`src/rtl/core/glu_pkg.sv`:
```
// Shared types and constants for the GCD/LCM unit.
// Used by glu_ctrl, glu_datapath and gcd_lcm_unit; depends on nothing else.
package glu_pkg;

  localparam int DATA_WIDTH = 31;
  localparam int CNT_W      = $clog2(DATA_WIDTH);
  localparam int PROD_W     = 2 * DATA_WIDTH;

  // Operation codes
  localparam logic [1:0] OP_GCD2 = 2'd0;
  localparam logic [1:0] OP_GCD3 = 2'd1;
  localparam logic [1:0] OP_LCM  = 2'd2;

  // Status codes
  localparam logic [1:0] STAT_OK       = 2'd0;
  localparam logic [1:0] STAT_OVERFLOW = 2'd1;
  localparam logic [1:0] STAT_ZERO_LCM = 2'd2;

  // Result source chosen when the result registers are written
  typedef enum logic [1:0] {
    SEL_GCD,
    SEL_LCM,
    SEL_NONE,
    SEL_ZERO_LCM
  } res_sel_t;

  typedef enum logic [2:0] {
    S_IDLE,
    S_CHECK,
    S_DIV,
    S_STEP,
    S_LCM_DIV,
    S_MULT,
    S_LCM_OUT
  } state_t;

  // Commands from the controller to the datapath
  typedef struct packed {
    logic     load;
    logic     load_third;
    logic     div_start;
    logic     div_lcm;
    logic     div_step;
    logic     euclid_step;
    logic     mult;
    logic     write;
    res_sel_t sel;
  } dp_cmd_t;

  // Status from the datapath to the controller
  typedef struct packed {
    logic x_zero;
    logic y_zero;
    logic div_last;
  } dp_stat_t;

endpackage

```
`src/rtl/core/glu_datapath.sv`:
```
// Datapath of the GCD/LCM unit: Euclid registers, bit-serial divider,
// multiplier and result registers. Depends on glu_pkg.
module glu_datapath (
  input  logic                         clk,
  input  logic                         rst,
  input  glu_pkg::dp_cmd_t             cmd,
  output glu_pkg::dp_stat_t            stat,
  input  logic [glu_pkg::DATA_WIDTH-1:0] first_value,
  input  logic [glu_pkg::DATA_WIDTH-1:0] second_value,
  input  logic [glu_pkg::DATA_WIDTH-1:0] third_value,
  output logic [glu_pkg::DATA_WIDTH-1:0] result_value,
  output logic [1:0]                   status
);
  import glu_pkg::*;

  logic [DATA_WIDTH-1:0] x;
  logic [DATA_WIDTH-1:0] y;
  logic [DATA_WIDTH-1:0] a_hold;
  logic [DATA_WIDTH-1:0] b_hold;
  logic [DATA_WIDTH-1:0] c_hold;
  logic [DATA_WIDTH-1:0] div_d;
  logic [DATA_WIDTH-1:0] rem;
  logic [DATA_WIDTH-1:0] quo;
  logic [CNT_W-1:0]      cnt;
  logic [PROD_W-1:0]     prod;
  logic [DATA_WIDTH:0]   trial;
  logic [DATA_WIDTH:0]   trial_diff;
  logic                  prod_ovf;

  // One restoring division step: shift in next dividend bit, try subtract
  always_comb begin
    trial      = {rem, quo[DATA_WIDTH-1]};
    trial_diff = trial - {1'b0, div_d};
  end

  assign prod_ovf = |prod[PROD_W-1:DATA_WIDTH];

  assign stat.x_zero   = (x == '0);
  assign stat.y_zero   = (y == '0);
  assign stat.div_last = (cnt == CNT_W'(DATA_WIDTH - 1));

  // Operand and Euclid registers
  always_ff @(posedge clk) begin
    if (cmd.load) begin
      x      <= first_value;
      y      <= second_value;
      a_hold <= first_value;
      b_hold <= second_value;
      c_hold <= third_value;
    end else if (cmd.load_third) begin
      y <= c_hold;
    end else if (cmd.euclid_step) begin
      x <= y;
      y <= rem;
    end
  end

  // Divider: remainder, quotient and step count
  always_ff @(posedge clk) begin
    if (rst) begin
      cnt <= '0;
    end else if (cmd.div_start) begin
      cnt <= '0;
    end else if (cmd.div_step) begin
      cnt <= cnt + CNT_W'(1);
    end
  end

  always_ff @(posedge clk) begin
    if (cmd.div_start) begin
      rem   <= '0;
      quo   <= cmd.div_lcm ? a_hold : x;
      div_d <= cmd.div_lcm ? x : y;
    end else if (cmd.div_step) begin
      if (!trial_diff[DATA_WIDTH]) begin
        rem <= trial_diff[DATA_WIDTH-1:0];
        quo <= {quo[DATA_WIDTH-2:0], 1'b1};
      end else begin
        rem <= trial[DATA_WIDTH-1:0];
        quo <= {quo[DATA_WIDTH-2:0], 1'b0};
      end
    end
  end

  // Multiply quotient a/g by b
  always_ff @(posedge clk) begin
    if (cmd.mult) begin
      prod <= PROD_W'(quo) * PROD_W'(b_hold);
    end
  end

  // Capture the result of the item
  always_ff @(posedge clk) begin
    if (cmd.write) begin
      case (cmd.sel)
        SEL_GCD: begin
          result_value <= x;
          status       <= STAT_OK;
        end
        SEL_LCM: begin
          result_value <= prod_ovf ? '0 : prod[DATA_WIDTH-1:0];
          status       <= prod_ovf ? STAT_OVERFLOW : STAT_OK;
        end
        SEL_ZERO_LCM: begin
          result_value <= '0;
          status       <= STAT_ZERO_LCM;
        end
        default: begin
          result_value <= '0;
          status       <= STAT_OK;
        end
      endcase
    end
  end

endmodule

```
`src/rtl/core/glu_ctrl.sv`:
```
// Controller state machine of the GCD/LCM unit: sequences Euclid steps,
// the LCM division and multiply, and strobes the result. Depends on glu_pkg.
module glu_ctrl (
  input  logic              clk,
  input  logic              rst,
  input  logic              start,
  input  logic [1:0]        op,
  input  glu_pkg::dp_stat_t stat,
  output glu_pkg::dp_cmd_t  cmd,
  output logic              busy,
  output logic              done
);
  import glu_pkg::*;

  state_t     state;
  state_t     state_next;
  logic [1:0] op_reg;
  logic       pass2;
  logic       pass2_next;

  // State, operation and pass registers
  always_ff @(posedge clk) begin
    if (rst) begin
      state  <= S_IDLE;
      op_reg <= OP_GCD2;
      pass2  <= 1'b0;
      done   <= 1'b0;
    end else begin
      state <= state_next;
      pass2 <= pass2_next;
      done  <= cmd.write;
      if (state == S_IDLE && start) begin
        op_reg <= op;
      end
    end
  end

  assign busy = (state != S_IDLE);

  // Next state and datapath commands
  always_comb begin
    state_next = state;
    pass2_next = pass2;
    cmd        = '0;
    cmd.sel    = SEL_NONE;
    case (state)
      S_IDLE: begin
        if (start) begin
          cmd.load   = 1'b1;
          pass2_next = 1'b0;
          if (op inside {OP_GCD2, OP_GCD3, OP_LCM}) begin
            state_next = S_CHECK;
          end else begin
            cmd.write = 1'b1;
            cmd.sel   = SEL_NONE;
          end
        end
      end
      S_CHECK: begin
        if (!stat.y_zero) begin
          cmd.div_start = 1'b1;
          state_next    = S_DIV;
        end else if (op_reg == OP_GCD3 && !pass2) begin
          cmd.load_third = 1'b1;
          pass2_next     = 1'b1;
        end else if (op_reg == OP_LCM) begin
          if (stat.x_zero) begin
            cmd.write  = 1'b1;
            cmd.sel    = SEL_ZERO_LCM;
            state_next = S_IDLE;
          end else begin
            cmd.div_start = 1'b1;
            cmd.div_lcm   = 1'b1;
            state_next    = S_LCM_DIV;
          end
        end else begin
          cmd.write  = 1'b1;
          cmd.sel    = SEL_GCD;
          state_next = S_IDLE;
        end
      end
      S_DIV: begin
        cmd.div_step = 1'b1;
        if (stat.div_last) begin
          state_next = S_STEP;
        end
      end
      S_STEP: begin
        cmd.euclid_step = 1'b1;
        state_next      = S_CHECK;
      end
      S_LCM_DIV: begin
        cmd.div_step = 1'b1;
        if (stat.div_last) begin
          state_next = S_MULT;
        end
      end
      S_MULT: begin
        cmd.mult   = 1'b1;
        state_next = S_LCM_OUT;
      end
      S_LCM_OUT: begin
        cmd.write  = 1'b1;
        cmd.sel    = SEL_LCM;
        state_next = S_IDLE;
      end
      default: begin
        state_next = S_IDLE;
      end
    endcase
  end

endmodule

```
`src/rtl/core/gcd_lcm_unit.sv`:
```
// GCD/LCM unit: an item is taken when start is high and busy is low; its
// single result appears on result_value and status with done high for one
// cycle, and the receiver cannot stall it. Each Euclid remainder step runs a
// one-bit-per-cycle divider, then one update and one zero check; op 1 adds a
// switch to the third operand after its first pass, and an LCM adds the a/g
// division and multiply. Op 3 is no valid operation; it writes result 0
// with status OK.
// Top level; depends on glu_pkg, glu_ctrl and glu_datapath.
module gcd_lcm_unit (
  input  logic                           clk,
  input  logic                           rst,
  input  logic                           start,
  output logic                           busy,
  input  logic [1:0]                     op,
  input  logic [glu_pkg::DATA_WIDTH-1:0] first_value,
  input  logic [glu_pkg::DATA_WIDTH-1:0] second_value,
  input  logic [glu_pkg::DATA_WIDTH-1:0] third_value,
  output logic                           done,
  output logic [glu_pkg::DATA_WIDTH-1:0] result_value,
  output logic [1:0]                     status
);
  import glu_pkg::*;

  dp_cmd_t  cmd;
  dp_stat_t stat;

  glu_ctrl u_ctrl (
    .clk   (clk),
    .rst   (rst),
    .start (start),
    .op    (op),
    .stat  (stat),
    .cmd   (cmd),
    .busy  (busy),
    .done  (done)
  );

  glu_datapath u_datapath (
    .clk          (clk),
    .rst          (rst),
    .cmd          (cmd),
    .stat         (stat),
    .first_value  (first_value),
    .second_value (second_value),
    .third_value  (third_value),
    .result_value (result_value),
    .status       (status)
  );

endmodule
```
`config.mk`:
```
export PLATFORM = sky130hd
export DESIGN_NAME = gcd_lcm_unit
export DESIGN_NICKNAME = d
export VERILOG_FILES = /design/src/rtl/core/glu_pkg.sv /design/src/rtl/core/glu_datapath.sv /design/src/rtl/core/glu_ctrl.sv /design/src/rtl/core/gcd_lcm_unit.sv
export SDC_FILE = /design/constraint.sdc
export NUM_CORES = 2
export LEC_CHECK = 0
export BUFFER_PORTS_ARGS = -buffer_cell sky130_fd_sc_hd__buf_2
export CAP_MARGIN = 20
export CORE_ASPECT_RATIO = 1.1
export CORE_MARGIN = 1.5
export CORE_UTILIZATION = 55
export DETAILED_ROUTE_END_ITERATION = 7
export PLACE_DENSITY = 0.69
export SLEW_MARGIN = 20
export SYNTH_ARGS = -nofsm -noshare
export SYNTH_HDL_FRONTEND = slang
export SYNTH_HIERARCHICAL = 1
export SYNTH_SLANG_ARGS = --single-unit
```
`constraint.sdc`:
```
create_clock -name clk -period 10.1 [get_ports clk]
set_input_delay 0.505 -clock clk [delete_from_list [all_inputs] [get_ports clk]]
set_output_delay 0.505 -clock clk [all_outputs]
set_load 0.05 [all_outputs]
```
# Word-level counts from Yosys, hierarchy flattened

Index checks and enable logic that the tools add are counted.

Reductions and logical operators: 20
$mul: 1
Add/sub/neg operators: 2
Mux-type cells: 49
Equal/unequal tests: 21

Operators by type and width:

| cell                                                                     | number |
|---|---|
| 31-bit 2-to-1 mux                                                        | 12 |
| 31-bit zero test                                                         | 2 |
| 31-bit by 31-bit multiplier with 62-bit output                           | 1 |
| 31-bit case mux with 2 select lines                                      | 1 |
| 3-bit 2-to-1 mux                                                         | 15 |
| 32-bit by 31-bit subtractor with 32-bit output                           | 1 |
| 31-bit OR reduction                                                      | 1 |
| 3-bit case mux with 6 select lines                                       | 1 |
| 1-bit 2-to-1 mux                                                         | 14 |
| 3-bit equality test (second input constant)                              | 3 |
| 3-bit case mux with 3 select lines                                       | 1 |
| 3-bit nonzero test                                                       | 3 |
| 2-bit inequality test (second input constant)                            | 4 |
| 2-bit by 1-bit equality test with 1-bit output (second input constant)   | 3 |
| 2-bit equality test (second input constant)                              | 3 |
| 3-bit by 2-bit equality test with 1-bit output (second input constant)   | 2 |
| 2-bit 2-to-1 mux                                                         | 3 |
| 2-bit by 1-bit inequality test with 1-bit output (second input constant) | 3 |
| 2-bit nonzero test                                                       | 3 |
| 5-bit by 1-bit adder with 5-bit output (second input constant)           | 1 |
| 5-bit equality test (second input constant)                              | 1 |
| 5-bit AND reduction                                                      | 1 |
| 2-bit zero test                                                          | 2 |
| 2-bit case mux with 2 select lines                                       | 1 |
| other kinds (9)                                                          | 11 |

Output and inout port bits: 35
Logic and storage cells: 109
Input bits: 98
Register bits after elaboration: 355

# Longest topological paths before layout

Depth after elaboration: 8
Depth in mapped cells: 29
Mapped depth without buffers: 27

# Modules after synthesis

The synthesis kept the hierarchy.

Modules (own cells, without submodules):

| module       | cells an instance | area an instance (sq um) | instances |
|---|---|---|---|
| glu_datapath | 4595              | 46467.1                  | 1 |
| glu_ctrl     | 53                | 462.9                    | 1 |

# Worst setup path before layout

OpenSTA, ideal clock, no wires.

Path type: reg-to-reg
Start: reg u_datapath.quo[13]
End: reg u_datapath.prod[40] (data pin)
Setup time: 266 ps
Arrival: 7123 ps
Cell stages (with the launch flop): 27
Setup slack: 2711 ps
Cells stage by stage: edfxtp_1 > clkbuf_1 > and2_1 > fa_1 > fa_1 > fa_1 > inv_1 > fa_1 > inv_1 > fa_1 > inv_1 > fa_1 > inv_1 > fa_1 > inv_1 > fa_1 > inv_1 > ha_1 > nand2_1 > o211ai_1 > nor2_1 > a2111oi_0 > nor2_1 > o21ai_0 > a21oi_1 > o21ai_0 > xor2_1

Word-level cells in the longest chain between the ends: 1

Ends and longest elaborated chain:

| item                                           | line               | RTL |
|---|---|---|
| start, declared                                | glu_datapath.sv:23 | `logic [DATA_WIDTH-1:0] quo;` |
| start signal, assigned                         | glu_datapath.sv:72 | `quo <= cmd.div_lcm ? a_hold : x;` |
| start signal, assigned                         | glu_datapath.sv:77 | `quo <= {quo[DATA_WIDTH-2:0], 1'b1};` |
| start signal, assigned                         | glu_datapath.sv:80 | `quo <= {quo[DATA_WIDTH-2:0], 1'b0};` |
| 31-bit by 31-bit multiplier with 62-bit output | glu_datapath.sv:88 | `prod <= PROD_W'(quo) * PROD_W'(b_hold);` |
| end signal, assigned                           | glu_datapath.sv:88 |  |
| end, declared                                  | glu_datapath.sv:25 | `logic [PROD_W-1:0] prod;` |

Every way passes these cells.
A chain may end at the register's enable or synchronous reset.

# Worst setup path after layout

Start: reg u_datapath.quo[11]
End: reg u_datapath.prod[57] (data pin)

The elaborated chain is that of the path after synthesis.

==> impl_results.md <==
- Status: completed
- Clock Sink Count: 355
- Final wirelength: 120000 um
- Rows: 112
- Fillers: 7285
- Avg Cell Area, Syn: 10.1 um2
- Setup Fix Bufs, Post-CTS: 0
- Die Height: 309 um
- DIE WIDTH: 282 um
- Clk_skew: 0.0326 ns
- Synth warn: 6
- Worst endpoint required time: 10.40 ns
- Worst r2r dst: u_datapath/prod[57]$_DFFE_PP_
- Post-CTS Resized: 0
- Tightest Pin Transition: 1.18 ns
- Seq cells post-synth: 355
- Die Area: 87100 um2
- Detailed Place HPWL: 95400 um
- Fin crit share: 0.864
- Global-route wire length before repair: 193000 um
- Hold buffers post-CTS: 0
- Drt drc: 0
- Most frequent cells in the layout: inv_1, fa_1, nand2_1
- Number of routed nets with antenna violations: 0
- H-tree depth: 2
- Reg2Reg Setup Slack: 1.37 ns
- Initial core utilization: 0.554
- Reg with most FFs: u_datapath/prod
- Crit-path max FO: 32
- Core ar.: 84600 um2
- Worst-Skew Late Latency: 0.57 ns
- CP endpoint: u_datapath/prod[57]$_DFFE_PP_
- Slowest stage cell, crit path: edfxtp_1
- CTS buffer count: 37
- Max Clk Rate: 115 MHz
- Flip-flop count of the largest register after layout: 62
- Largest net degree at the start of global routing: 193
- Sequential area share after synthesis: 0.218
- Commonest non-fill, non-tap cell in the layout: inv_1
- CP most frequent cell: fa_1
- Worst Setup SP: u_datapath/quo[11]$_DFFE_PP_
- Crit Path Class: reg2reg
- Root cell of the clock tree: clkbuf_16
- Worst r2r src: u_datapath/quo[11]$_DFFE_PP_
- DR iter-0 viols: 2384
- Vias/cell: 5.59
- Total track usage: 0.290
- Final setup viols: 0
- Main flop type after synthesis: edfxtp_1
- Rel. slew slack: 0.211
- Clock buffer depth: 3
- CTS tree: yes
- Setup TNS: 0 ns
- Reg2Reg Depth: 23
- Clock-pin slew on the worst setup and hold paths: 0.06 ns
- RSZ-0062 raised after global routing: no
- I/O pin count: 133
- Hold Path Class: in2reg
- Vias in the first global route: 34100
- Crit path DAT: 9.03 ns
- Minimum clock period: 8.73 ns
- Routability cong.: 0.919
- Grt total ovfl: 0
- WL per Instance: 20.7 um
- Final net count: 5863
- Cell Chain, Critical Path: and2_1, fa_1, fa_1, fa_1, inv_1, fa_1, inv_1, fa_1, ha_1, fa_1, inv_1, fa_1, inv_1, ha_1, nand4_1, a211oi_1, o21ai_0, a2111oi_1, o21ai_0, a41oi_1, a211oi_1, o21ba_2, xnor2_1
- Critical path startpoint category: register
- PortBufs: 132
- Unique masters post-synth: 86
- Final Hold Viols: 0
- Min Hold Slack: 0.114 ns
- Cells after Synth: 4648
- Asr flop ratio synth: 0
- Initial antenna violation count: 4
- Synth Cell Area: 46900 um2
- Total of max-cap violations: 0
- Fin. max-slew vios: 0
- Area growth, synth to finish: 6.48%
- CP endpoint kind: register
- Share of cells above drive strength 1: 0.0769
- Drt pass-1 iters: 7
- CP max stage delay: 1.13 ns
- Post-synth EDFFs: 312
- DR vias: 32500
- Syn Nets: 5872
[metrics by stage]
stage,instance area (um2),cells,setup WS (ns),utilization
after floorplan,46900,4648,2.71,-
after global placement,48600,5737,1.57,0.575
after detailed placement,48600,5737,1.47,0.575
after CTS,49900,5803,1.38,0.590
after global routing,50000,5807,0.943,0.590
final,50000,5807,1.37,0.590
[Yosys cell counts, types with 26 or more instances]
cell      count  area [um2]
inv_1       861        3230
fa_1        838       16800
nand2_1     580        2180
and2_1      505        3160
edfxtp_1    312        9370
ha_1        288        3600
clkbuf_1    247         927
a21oi_1     136         681
nor2_1      116         435
mux2i_1      85         851
o21ai_0      85         425
mux2_2       63         709
xnor2_1      59         517
a21o_1       47         353
dfxtp_1      43         861
nor3_1       33         165
a22o_1       31         272
xor2_1       31         272
a211oi_1     28         210
nand4_1      26         163
nor4_1       26         163
[kinds of logic (layout without fill, tap and decap cells)]
group	count (synthesis)	after routing	synth area share
multiplexers	149	149	0.0336
flip-flops	355	355	0.218
AND/OR/NAND/NOR	1367	1367	0.145
XOR/XNOR	90	90	0.0168
other	0	1	0
buffers and inverters	1122	1140	0.0909
adder cells (fa/ha/maj)	1126	1126	0.434
AO/OA/AOI/OAI	439	439	0.0612
[routing by layer]
metal,wire length (um),share of wire,track usage,up-vias
met5,0,0,0,-
met2,54300,0.45,0.445,1226
met1,51900,0.43,0.418,16600
li1,-,-,-,14500
met3,10800,0.090,0.0587,167
met4,3350,0.028,0.0866,0
[worst max-delay path, delay by kind of cell (launching register included)]
kind | cells | cell delay, ns
flip-flops | 1 | 1.13
XOR/XNOR | 1 | 0.12
AND/OR/NAND/NOR | 2 | 0.41
adder cells (fa/ha/maj) | 9 | 4.04
buffers and inverters | 4 | 0.20
AO/OA/AOI/OAI | 7 | 2.54
[worst min path at each step]
stage / from / end / cells after the start
finish: third_value[5] / u_datapath/c_hold[5]$_DFFE_PP_ / 1
global route: third_value[10] / u_datapath/c_hold[10]$_DFFE_PP_ / 1
CTS: third_value[17] / u_datapath/c_hold[17]$_DFFE_PP_ / 1
detailed placement: u_datapath/rem[21]$_SDFFE_PP0P_ / u_datapath/rem[21]$_SDFFE_PP0P_ / 2
global placement: u_datapath/rem[22]$_SDFFE_PP0P_ / u_datapath/rem[22]$_SDFFE_PP0P_ / 2
floorplan: u_datapath/rem[13]$_SDFFE_PP0P_ / u_datapath/rem[13]$_SDFFE_PP0P_ / 2
[area by class of cell]
type | instances | area (um2) | area share
Clock buffer | 46 | 991 | 0.0198
Tap cell | 1140 | 1430 | 0.0285
Multi-Input combinational cell | 3171 | 32500 | 0.650
Timing Repair Buffer | 213 | 1330 | 0.0266
Clock inverter | 20 | 289 | 0.00578
Antenna cell | 1 | 2.50 | 0.0000501
Sequential cell | 355 | 10200 | 0.205
Inverter | 861 | 3230 | 0.0647
Power is left out: the tool's default activity adds up to more than one toggle a clock period on the data nets, which glitch-free logic cannot reach.
